### config.mk
export PLATFORM = sky130hd
export DESIGN_NAME = multi_server_queue_event_engine_top
export DESIGN_NICKNAME = d
export VERILOG_FILES = /design/src/design/mseq_pkg.sv /design/src/design/multi_server_queue_event_engine_top.sv /design/src/design/mseq_ctrl.sv /design/src/design/mseq_dpath.sv
export SDC_FILE = /design/constraint.sdc
export NUM_CORES = 2
export LEC_CHECK = 0
export BUFFER_PORTS_ARGS = -buffer_cell sky130_fd_sc_hd__buf_2
export CAP_MARGIN = 0
export CORE_AREA = 2 2 502 753
export CTS_CLUSTER_DIAMETER = 60
export DETAILED_ROUTE_END_ITERATION = 8
export DIE_AREA = 0 0 504 755
export HOLD_SLACK_MARGIN = 0.05
export PLACE_DENSITY = 0.48
export SLEW_MARGIN = 20
export SYNTH_ARGS = -nofsm -noshare
export SYNTH_HDL_FRONTEND = slang
export SYNTH_SLANG_ARGS = --single-unit
### constraint.sdc
create_clock -name clk -period 9.6 [get_ports clk]
set_clock_uncertainty 0.05 [all_clocks]
set_input_delay 1.44 -clock clk [delete_from_list [all_inputs] [get_ports clk]]
set_output_delay 1.44 -clock clk [all_outputs]
set_load 0.05 [all_outputs]
### src/design/mseq_pkg.sv
// ----------------------------------------------------------------------------
// mseq_pkg: shared types and constants of the queue event engine
// Holds the command and status words between the controller and the datapath,
// the operation codes and the reset value of the server-count register.
// ----------------------------------------------------------------------------
package mseq_pkg;

	// Default size of the server table.
	localparam int SERVER_COUNT_DEF = 32;

	// Width and reset value of the active server register.
	localparam int ACTIVE_W = 6;
	localparam logic [ACTIVE_W-1:0] ACTIVE_RESET = 6'd20;

	// Operation codes of an input word.
	localparam logic OP_ARRIVAL   = 1'b0;
	localparam logic OP_DEPARTURE = 1'b1;

	// Commands from the controller to the datapath.
	typedef struct packed {
		logic load_item;  // capture the accepted input word
		logic scan_clr;   // clear the running minimum
		logic rd_en;      // read one table entry at the scan address
		logic pass2;      // second scan: always search busy servers
		logic adv;        // pick the event time and the elapsed ticks
		logic mul;        // form elapsed ticks times jobs in node
		logic commit;     // update counters, area and the server table
		logic load_out;   // load the result register
	} cmd_t;

	// Status from the datapath to the controller.
	typedef struct packed {
		logic found;      // the running minimum holds a candidate
		logic op;         // operation of the word in work
	} sts_t;

endpackage

### src/design/multi_server_queue_event_engine_top.sv
// The engine works on one word at a time: each word takes two scans of the server
// table through its single read port, one entry per cycle, and a new word is taken
// only after the result of the last one has been loaded into the output register.
// A result may wait in the output register; the next word is taken meanwhile.
// Reset (arst_n low) clears all servers to idle, times, counters and area to zero,
// and active_servers to 20; no clearing pass is needed.
// ----------------------------------------------------------------------------
// multi_server_queue_event_engine_top: event engine of a multi-server queue
// Takes arrival and departure words, assigns jobs to servers or the waiting
// queue, and reports the next completion, counters and occupancy area.
// ----------------------------------------------------------------------------
module multi_server_queue_event_engine_top import mseq_pkg::*; #(
	parameter int SERVER_COUNT = SERVER_COUNT_DEF
) (
	input  logic                clk,
	input  logic                arst_n,
	input  logic                cfg_valid,
	output logic                cfg_ready,
	input  logic [ACTIVE_W-1:0] cfg_data,
	input  logic                in_valid,
	output logic                in_ready,
	input  logic                operation,
	input  logic [31:0]         arrival_time,
	input  logic [31:0]         service_time,
	output logic                out_valid,
	input  logic                out_ready,
	output logic                next_valid,
	output logic [31:0]         next_completion,
	output logic [4:0]          departed_server,
	output logic [31:0]         departure_instant,
	output logic [31:0]         jobs_in_node,
	output logic [31:0]         waiting_jobs,
	output logic [31:0]         completed_jobs,
	output logic [63:0]         occupancy_area
);

	localparam int IW = $clog2(SERVER_COUNT);

	cmd_t          cmd;
	sts_t          sts;
	logic [IW-1:0] rd_addr;

	// The register write is taken in any cycle.
	assign cfg_ready = 1'b1;

	mseq_ctrl #(
		.SERVER_COUNT(SERVER_COUNT)
	) u_ctrl (
		.clk      (clk),
		.arst_n   (arst_n),
		.in_valid (in_valid),
		.in_ready (in_ready),
		.out_valid(out_valid),
		.out_ready(out_ready),
		.sts      (sts),
		.cmd      (cmd),
		.rd_addr  (rd_addr)
	);

	mseq_dpath #(
		.SERVER_COUNT(SERVER_COUNT)
	) u_dpath (
		.clk              (clk),
		.arst_n           (arst_n),
		.operation        (operation),
		.arrival_time     (arrival_time),
		.service_time     (service_time),
		.cfg_we           (cfg_valid && cfg_ready),
		.cfg_data         (cfg_data),
		.cmd              (cmd),
		.rd_addr          (rd_addr),
		.sts              (sts),
		.next_valid       (next_valid),
		.next_completion  (next_completion),
		.departed_server  (departed_server),
		.departure_instant(departure_instant),
		.jobs_in_node     (jobs_in_node),
		.waiting_jobs     (waiting_jobs),
		.completed_jobs   (completed_jobs),
		.occupancy_area   (occupancy_area)
	);

endmodule

### src/design/mseq_ctrl.sv
// ----------------------------------------------------------------------------
// mseq_ctrl: sequencer of the queue event engine
// Steps one event through a table scan, the clock advance, the state update
// and a second scan for the next completion, then hands the result off.
// ----------------------------------------------------------------------------
module mseq_ctrl import mseq_pkg::*; #(
	parameter int SERVER_COUNT = SERVER_COUNT_DEF,
	localparam int IW = $clog2(SERVER_COUNT)
) (
	input  logic          clk,
	input  logic          arst_n,
	input  logic          in_valid,
	output logic          in_ready,
	output logic          out_valid,
	input  logic          out_ready,
	input  sts_t          sts,
	output cmd_t          cmd,
	output logic [IW-1:0] rd_addr
);

	localparam logic [3:0] ST_IDLE   = 4'd0;
	localparam logic [3:0] ST_SCAN1  = 4'd1;
	localparam logic [3:0] ST_DRAIN1 = 4'd2;
	localparam logic [3:0] ST_ADV    = 4'd3;
	localparam logic [3:0] ST_MUL    = 4'd4;
	localparam logic [3:0] ST_COMMIT = 4'd5;
	localparam logic [3:0] ST_SCAN2  = 4'd6;
	localparam logic [3:0] ST_DRAIN2 = 4'd7;
	localparam logic [3:0] ST_OUT    = 4'd8;

	localparam logic [IW-1:0] LAST_IDX = IW'(SERVER_COUNT - 1);

	logic [3:0]    state_q;
	logic [3:0]    state_d;
	logic [IW-1:0] cnt_q;
	logic          out_valid_q;
	logic          accept;
	logic          scan_last;

	assign in_ready  = (state_q == ST_IDLE);
	assign accept    = in_valid && in_ready;
	assign out_valid = out_valid_q;
	assign rd_addr   = cnt_q;
	assign scan_last = (cnt_q == LAST_IDX);

	// Command decode and next state.
	always_comb begin
		cmd     = '0;
		state_d = state_q;
		case (state_q)
			ST_IDLE: begin
				if (accept) begin
					cmd.load_item = 1'b1;
					cmd.scan_clr  = 1'b1;
					state_d       = ST_SCAN1;
				end
			end
			ST_SCAN1: begin
				cmd.rd_en = 1'b1;
				if (scan_last) begin
					state_d = ST_DRAIN1;
				end
			end
			ST_DRAIN1: begin
				state_d = ST_ADV;
			end
			ST_ADV: begin
				cmd.adv = 1'b1;
				state_d = ST_MUL;
			end
			ST_MUL: begin
				cmd.mul = 1'b1;
				state_d = ST_COMMIT;
			end
			ST_COMMIT: begin
				// A departure with no busy server leaves the state alone.
				cmd.commit   = (sts.op == OP_ARRIVAL) || sts.found;
				cmd.scan_clr = 1'b1;
				state_d      = ST_SCAN2;
			end
			ST_SCAN2: begin
				cmd.rd_en = 1'b1;
				cmd.pass2 = 1'b1;
				if (scan_last) begin
					state_d = ST_DRAIN2;
				end
			end
			ST_DRAIN2: begin
				cmd.pass2 = 1'b1;
				state_d   = ST_OUT;
			end
			ST_OUT: begin
				if (!out_valid_q || out_ready) begin
					cmd.load_out = 1'b1;
					state_d      = ST_IDLE;
				end
			end
			default: begin
				state_d = ST_IDLE;
			end
		endcase
	end

	// State, scan counter and result valid flag.
	always_ff @(posedge clk or negedge arst_n) begin
		if (!arst_n) begin
			state_q     <= ST_IDLE;
			cnt_q       <= '0;
			out_valid_q <= 1'b0;
		end else begin
			state_q <= state_d;
			if (cmd.rd_en) begin
				cnt_q <= scan_last ? '0 : cnt_q + 1'b1;
			end
			if (cmd.load_out) begin
				out_valid_q <= 1'b1;
			end else if (out_ready) begin
				out_valid_q <= 1'b0;
			end
		end
	end

	// An accepted word starts the first scan at entry zero.
	a_accept_scan: assert property (@(posedge clk) disable iff (!arst_n)
		accept |=> (state_q == ST_SCAN1 && cnt_q == '0))
		else $error("accepted word did not start a scan at entry zero");

	// The scan drains only after reading the last entry.
	a_drain_order: assert property (@(posedge clk) disable iff (!arst_n)
		(state_q == ST_DRAIN1) |-> ($past(state_q) == ST_SCAN1 && $past(cnt_q) == LAST_IDX))
		else $error("scan drained before the last entry");

	// A held result is never replaced by the next one.
	a_out_hold: assert property (@(posedge clk) disable iff (!arst_n)
		(state_q == ST_OUT && out_valid_q && !out_ready) |=> (state_q == ST_OUT))
		else $error("result register overwritten while held");

endmodule

### src/design/mseq_dpath.sv
// ----------------------------------------------------------------------------
// mseq_dpath: datapath of the queue event engine
// Holds the server table, the busy flags, the clock, the counters and the
// occupancy area, the scan comparator and the result register.
// ----------------------------------------------------------------------------
module mseq_dpath import mseq_pkg::*; #(
	parameter int SERVER_COUNT = SERVER_COUNT_DEF,
	localparam int IW = $clog2(SERVER_COUNT)
) (
	input  logic                clk,
	input  logic                arst_n,
	input  logic                operation,
	input  logic [31:0]         arrival_time,
	input  logic [31:0]         service_time,
	input  logic                cfg_we,
	input  logic [ACTIVE_W-1:0] cfg_data,
	input  cmd_t                cmd,
	input  logic [IW-1:0]       rd_addr,
	output sts_t                sts,
	output logic                next_valid,
	output logic [31:0]         next_completion,
	output logic [4:0]          departed_server,
	output logic [31:0]         departure_instant,
	output logic [31:0]         jobs_in_node,
	output logic [31:0]         waiting_jobs,
	output logic [31:0]         completed_jobs,
	output logic [63:0]         occupancy_area
);

	localparam logic [31:0] MAX32 = 32'hFFFF_FFFF;

	function automatic logic [31:0] sat_add32(input logic [31:0] a, input logic [31:0] b);
		logic [32:0] s;
		s = {1'b0, a} + {1'b0, b};
		return s[32] ? MAX32 : s[31:0];
	endfunction

	function automatic logic [31:0] sat_inc32(input logic [31:0] a);
		return (a == MAX32) ? a : a + 32'd1;
	endfunction

	function automatic logic [31:0] sat_dec32(input logic [31:0] a);
		return (a == 32'd0) ? a : a - 32'd1;
	endfunction

	// Captured input word.
	logic        op_q;
	logic [31:0] arr_q;
	logic [31:0] svc_q;

	// Engine state.
	logic [ACTIVE_W-1:0]     active_q;
	logic [31:0]             time_mem [SERVER_COUNT];
	logic [SERVER_COUNT-1:0] written_q;
	logic [SERVER_COUNT-1:0] busy_q;
	logic [31:0]             clock_q;
	logic [31:0]             node_q;
	logic [31:0]             queue_q;
	logic [31:0]             done_q;
	logic [63:0]             area_q;

	// Scan read stage and running minimum.
	logic          rd_vld_s1;
	logic [IW-1:0] rd_idx_s1;
	logic [31:0]   rd_data_s1;
	logic          rd_busy_s1;
	logic          rd_wr_s1;
	logic          found_q;
	logic [31:0]   best_time_q;
	logic [IW-1:0] best_idx_q;

	// Event registers.
	logic          evt_q;
	logic [31:0]   evt_t_q;
	logic [IW-1:0] tgt_idx_q;
	logic          tgt_found_q;
	logic [31:0]   elapsed_q;
	logic [IW-1:0] dep_idx_q;
	logic [31:0]   dep_time_q;
	logic [63:0]   prod_q;

	logic [31:0] rd_time;
	logic        rd_up;
	logic        busy_mode;
	logic        cand;
	logic [31:0] evt_t;
	logic        tgt_up;
	logic        wr_en;
	logic [31:0] wr_data;
	logic [64:0] area_sum;

	assign sts.found = found_q;
	assign sts.op    = op_q;

	// An entry never written reads as zero.
	assign rd_time   = rd_wr_s1 ? rd_data_s1 : 32'd0;
	assign rd_up     = (7'(rd_idx_s1) < 7'(active_q));
	assign busy_mode = cmd.pass2 || (op_q == OP_DEPARTURE);
	assign cand      = busy_mode ? rd_busy_s1 : (!rd_busy_s1 && rd_up);
	assign evt_t     = (op_q == OP_ARRIVAL) ? arr_q : best_time_q;

	// Table write: an arrival onto an idle server, or a departure restarting.
	assign tgt_up  = (7'(tgt_idx_q) < 7'(active_q));
	assign wr_data = sat_add32(evt_t_q, svc_q);
	assign wr_en   = cmd.commit && evt_q && tgt_found_q &&
		((op_q == OP_ARRIVAL) || (queue_q != 32'd0 && tgt_up));

	assign area_sum = {1'b0, area_q} + {1'b0, prod_q};

	// Input capture and event payload registers.
	always_ff @(posedge clk) begin
		if (cmd.load_item) begin
			op_q  <= operation;
			arr_q <= arrival_time;
			svc_q <= service_time;
		end
		if (cmd.adv) begin
			evt_t_q     <= evt_t;
			tgt_idx_q   <= best_idx_q;
			tgt_found_q <= found_q;
			elapsed_q   <= (evt_t >= clock_q) ? evt_t - clock_q : 32'd0;
			dep_idx_q   <= (op_q == OP_DEPARTURE && found_q) ? best_idx_q : '0;
			dep_time_q  <= (op_q == OP_DEPARTURE && found_q) ? best_time_q : 32'd0;
		end
		if (cmd.mul) begin
			prod_q <= elapsed_q * node_q;
		end
	end

	// Server table memory with registered read.
	always_ff @(posedge clk) begin
		if (wr_en) begin
			time_mem[tgt_idx_q] <= wr_data;
		end
		if (cmd.rd_en) begin
			rd_data_s1 <= time_mem[rd_addr];
			rd_idx_s1  <= rd_addr;
			rd_busy_s1 <= busy_q[rd_addr];
			rd_wr_s1   <= written_q[rd_addr];
		end
	end

	// Running minimum over the scan; ties keep the lower index.
	always_ff @(posedge clk or negedge arst_n) begin
		if (!arst_n) begin
			rd_vld_s1 <= 1'b0;
			found_q   <= 1'b0;
		end else begin
			rd_vld_s1 <= cmd.rd_en;
			if (cmd.scan_clr) begin
				found_q <= 1'b0;
			end else if (rd_vld_s1 && cand && (!found_q || rd_time < best_time_q)) begin
				found_q <= 1'b1;
			end
		end
	end

	always_ff @(posedge clk) begin
		if (!cmd.scan_clr && rd_vld_s1 && cand && (!found_q || rd_time < best_time_q)) begin
			best_time_q <= rd_time;
			best_idx_q  <= rd_idx_s1;
		end
	end

	// Configuration, counters, area, clock and busy flags.
	always_ff @(posedge clk or negedge arst_n) begin
		if (!arst_n) begin
			active_q  <= ACTIVE_RESET;
			written_q <= '0;
			busy_q    <= '0;
			clock_q   <= 32'd0;
			node_q    <= 32'd0;
			queue_q   <= 32'd0;
			done_q    <= 32'd0;
			area_q    <= 64'd0;
			evt_q     <= 1'b0;
		end else begin
			if (cfg_we) begin
				active_q <= cfg_data;
			end
			if (cmd.adv) begin
				evt_q <= (op_q == OP_ARRIVAL) || found_q;
			end
			if (wr_en) begin
				written_q[tgt_idx_q] <= 1'b1;
			end
			if (cmd.commit && evt_q) begin
				clock_q <= evt_t_q;
				area_q  <= area_sum[64] ? {64{1'b1}} : area_sum[63:0];
				if (op_q == OP_ARRIVAL) begin
					node_q <= sat_inc32(node_q);
					if (tgt_found_q) begin
						busy_q[tgt_idx_q] <= 1'b1;
					end else begin
						queue_q <= sat_inc32(queue_q);
					end
				end else begin
					done_q <= sat_inc32(done_q);
					node_q <= sat_dec32(node_q);
					if (queue_q != 32'd0 && tgt_up) begin
						queue_q <= queue_q - 32'd1;
					end else begin
						busy_q[tgt_idx_q] <= 1'b0;
					end
				end
			end
		end
	end

	// Result register.
	always_ff @(posedge clk) begin
		if (cmd.load_out) begin
			next_valid        <= found_q;
			next_completion   <= found_q ? best_time_q : 32'd0;
			departed_server   <= 5'(dep_idx_q);
			departure_instant <= dep_time_q;
			jobs_in_node      <= node_q;
			waiting_jobs      <= queue_q;
			completed_jobs    <= done_q;
			occupancy_area    <= area_q;
		end
	end

endmodule

==> results.txt <==
Clock root buffer = clkbuf_16
Yosys warning count = 0
Crit path launch type = flop
Register area share after synthesis = 48.2%
Largest net degree at the start of global routing = 108
Tightest Pin Transition = 1150 ps
Inserted Clock Buffers = 201
Crit. End Element = flop
Vias in the first global route = 74000
Die area = 381000 µm²
Crit-path slowest cell = dfrtp_1
Die H = 755 µm
FP Rows = 275
Hold Path Class = reg2reg
Htree depth = 4
Reg2reg setup slack = 810 ps
Post-synth ARST share = 14.9%
CP peak stage delay = 950 ps
Crit-path most repeated cell = fa_1
Max_cap viols = 0
Worst-path clk slew = 60 ps
Critical path data required time = 10160 ps
Final Max Slew Viols = 0
Final #Nets = 10200
DRT Wirelength = 346000 µm
Status = completed
First-pass GRT wire length = 505000 µm
Crit Path Max Fanout = 18
Post-synth top area cell = edfxtp_1
Iter 0 DRT Violations = 4563
Unrepaired setup endpoints after global routing = false
Clock latency on the worst-skew pair = 910 ps
Area Overhead vs Synth = 13.3%
PortBufs = 307
Area contributors post-synth = edfxtp_1 (42%), fa_1 (16%), mux4_2 (6.8%), dfrtp_1 (6.1%), ha_1 (5.5%)
Synth Register Bits = 1841
Post-synth top area share = 42.0%
Main flop type after synthesis = edfxtp_1
Drt pass-1 iters = 6
Reg2reg start = u_dpath.node_q[9]
Vias per cell = 4.93
Fmax = 114 MHz
DRC viols = 0
Antenna violations before repair = 23
Mapped Area = 112000 µm²
Total global-route track usage = 17.9%
Post-Syn Area per Cell = 13.3 µm²
Cells after Synth = 8401
Core Area = 374000 µm²
Post-Synthesis Net Count = 9871
WL/cell = 25.0 µm
Hold Path Depth = 0
Final Hold Fails = 0
Clock buffer depth = 4
Die Wd = 504 µm
Worst Setup SP = u_dpath.node_q[9]
Via Count = 68200
Grt total ovfl = 0
Effective utilization at floorplan = 29.9%
Number of I/O pins = 309
Layout cells sized above 1 = 16.1%
Final worst path period share = 91.6%
CP arrival = 9350 ps
Clk sinks = 1841
Postcts setup bufs = 0
Cell count of the worst reg-to-reg path = 23
FILL cells = 36600
Post-CTS Resized = 0
EDFF count, synth = 1566
Post-route minimum period = 8790 ps
Antenna viol nets, final = 0
Crit Path Category = reg2reg
CTS tree = done
Cts hold-fix bufs = 0
Setup TNS = 0 ps
Final setup vio count = 0
Netlist cell types = 101
Post-DP HPWL = 243000 µm
Hold path start = u_dpath.dep_time_q[26]
Gpl congestion = 0.917
Cell Chain, Critical Path = buf_4 > and2_1 > fa_1 > fa_1 > inv_1 > fa_1 > fa_1 > inv_1 > fa_1 > fa_1 > fa_1 > inv_1 > fa_1 > inv_1 > ha_1 > and2_1 > nand3_1 > o21bai_1 > a2111oi_2 > o41a_1 > a221o_2 > a31oi_4 > o41ai_1
Max_slew headroom = 23.1%
==> cells in the mapped netlist, types with 26 or more instances <==
library cell and n:
o22a_1 64, fa_1 901, xnor2_1 143, nand2b_1 41
buf_1 41, or2_2 39, dfrtp_1 273, inv_1 997
nor3_1 55, edfxtp_1 1566, nand2_1 730, buf_2 26
nand4_1 67, and2_1 682, ha_1 493, a21o_1 171
clkbuf_1 329, nor4_1 32, o21bai_1 35, xor2_1 109
o21ai_0 195, nor2b_1 35, mux2_2 125, mux4_2 340
o21a_1 36, a21oi_1 250, and3_1 70, nor2_1 195
nand3_1 76
==> metal layers <==
metal / part of all wire [%] / vias up / GRT usage [%]
li1: - / 29800 / -
met1: 39 / 36100 / 20.9
met2: 53 / 1772 / 33.4
met3: 4.0 / 618 / 1.98
met4: 4.4 / 2 / 7.07
met5: 0.0029 / - / 0
==> flip-flops by register name, indices dropped and copies added (netlist names), 64 cells and up, named ones only <==
register	flops
u_dpath.prod_q	64
u_dpath.area_q	64
u_dpath.occupancy_area	64
u_dpath.time_mem	1024
==> cells in the final DEF, fill, tap and decap left out, drive strengths merged, types with 62 or more instances in the layout <==
cell / instances
o22a: 64
nand4: 67
inv: 1014
clkinv: 62
dfrtp: 273
mux4: 340
a21o: 171
mux2: 125
o21ai: 214
nand3: 76
edfxtp: 1566
xor2: 109
nor2: 196
and3: 71
and2: 683
ha: 493
buf: 491
xnor2: 143
a21oi: 255
fa: 901
clkbuf: 245
nand2: 730
==> logic make-up (layout without fill, tap and decap cells) <==
group | count (synthesis) | count (layout) | share of synthesized area, %
flops | 1841 | 1841 | 48.2
xor+xnor | 252 | 252 | 1.97
simple gates | 2079 | 2079 | 9.52
buf+inv | 1399 | 1851 | 4.76
fa+ha+maj | 1394 | 1394 | 21.6
mux | 472 | 472 | 8.17
compound gates | 963 | 963 | 5.73
other cells | 1 | 6 | 0.00335
==> cell type report <==
type                       count  area, µm²  share of cell area [%]
clock buffer                 245       5350                    4.22
timing repair buffer         491       3020                    2.38
clock inverter               118       1460                    1.15
multi-input combinational   5161      53000                    41.8
sequential                  1841      53900                    42.6
antenna                        5       12.5                 0.00987
tap                         4986       6240                    4.92
inverter                     997       3740                    2.95
==> stage by stage <==
| stage | setup slack, ps | cell area, µm² | hold slack [ps] | cells | utilization, % |
|---|---|---|---|---|---|
| floorplan | 386 | 112000 | 350 | 8401 | - |
| global placement | 859 | 120000 | 355 | 13500 | 32.1 |
| detailed placement | 817 | 120000 | 355 | 13500 | 32.1 |
| CTS | 805 | 127000 | 366 | 13800 | 33.9 |
| global route | 414 | 127000 | 378 | 13800 | 33.9 |
| finish | 808 | 127000 | 363 | 13800 | 33.9 |
==> worst max-delay path: cells and delay by family (launching register included) <==
family                     cells  cell delay, ps
AOI/OAI and AO/OA              6            1930
adders and majority gates      9            4470
and+or+nand+nor                3             550
buffers and inverters          5             580
DFF                            1             950
==> worst paths after layout <==
| check | end |
|---|---|
| max reg2reg | u_dpath.prod_q[56] |
| min in group asynchronous | u_dpath.done_q[12] |
| min reg2reg | u_dpath.departure_instant[26] |
| min | u_dpath.departure_instant[26] |
| max | u_dpath.prod_q[56] |
| max in group asynchronous | u_dpath.node_q[19] |
Power is left out: the tool's default activity adds up to more than one toggle a clock period on the data nets, which glitch-free logic cannot reach.
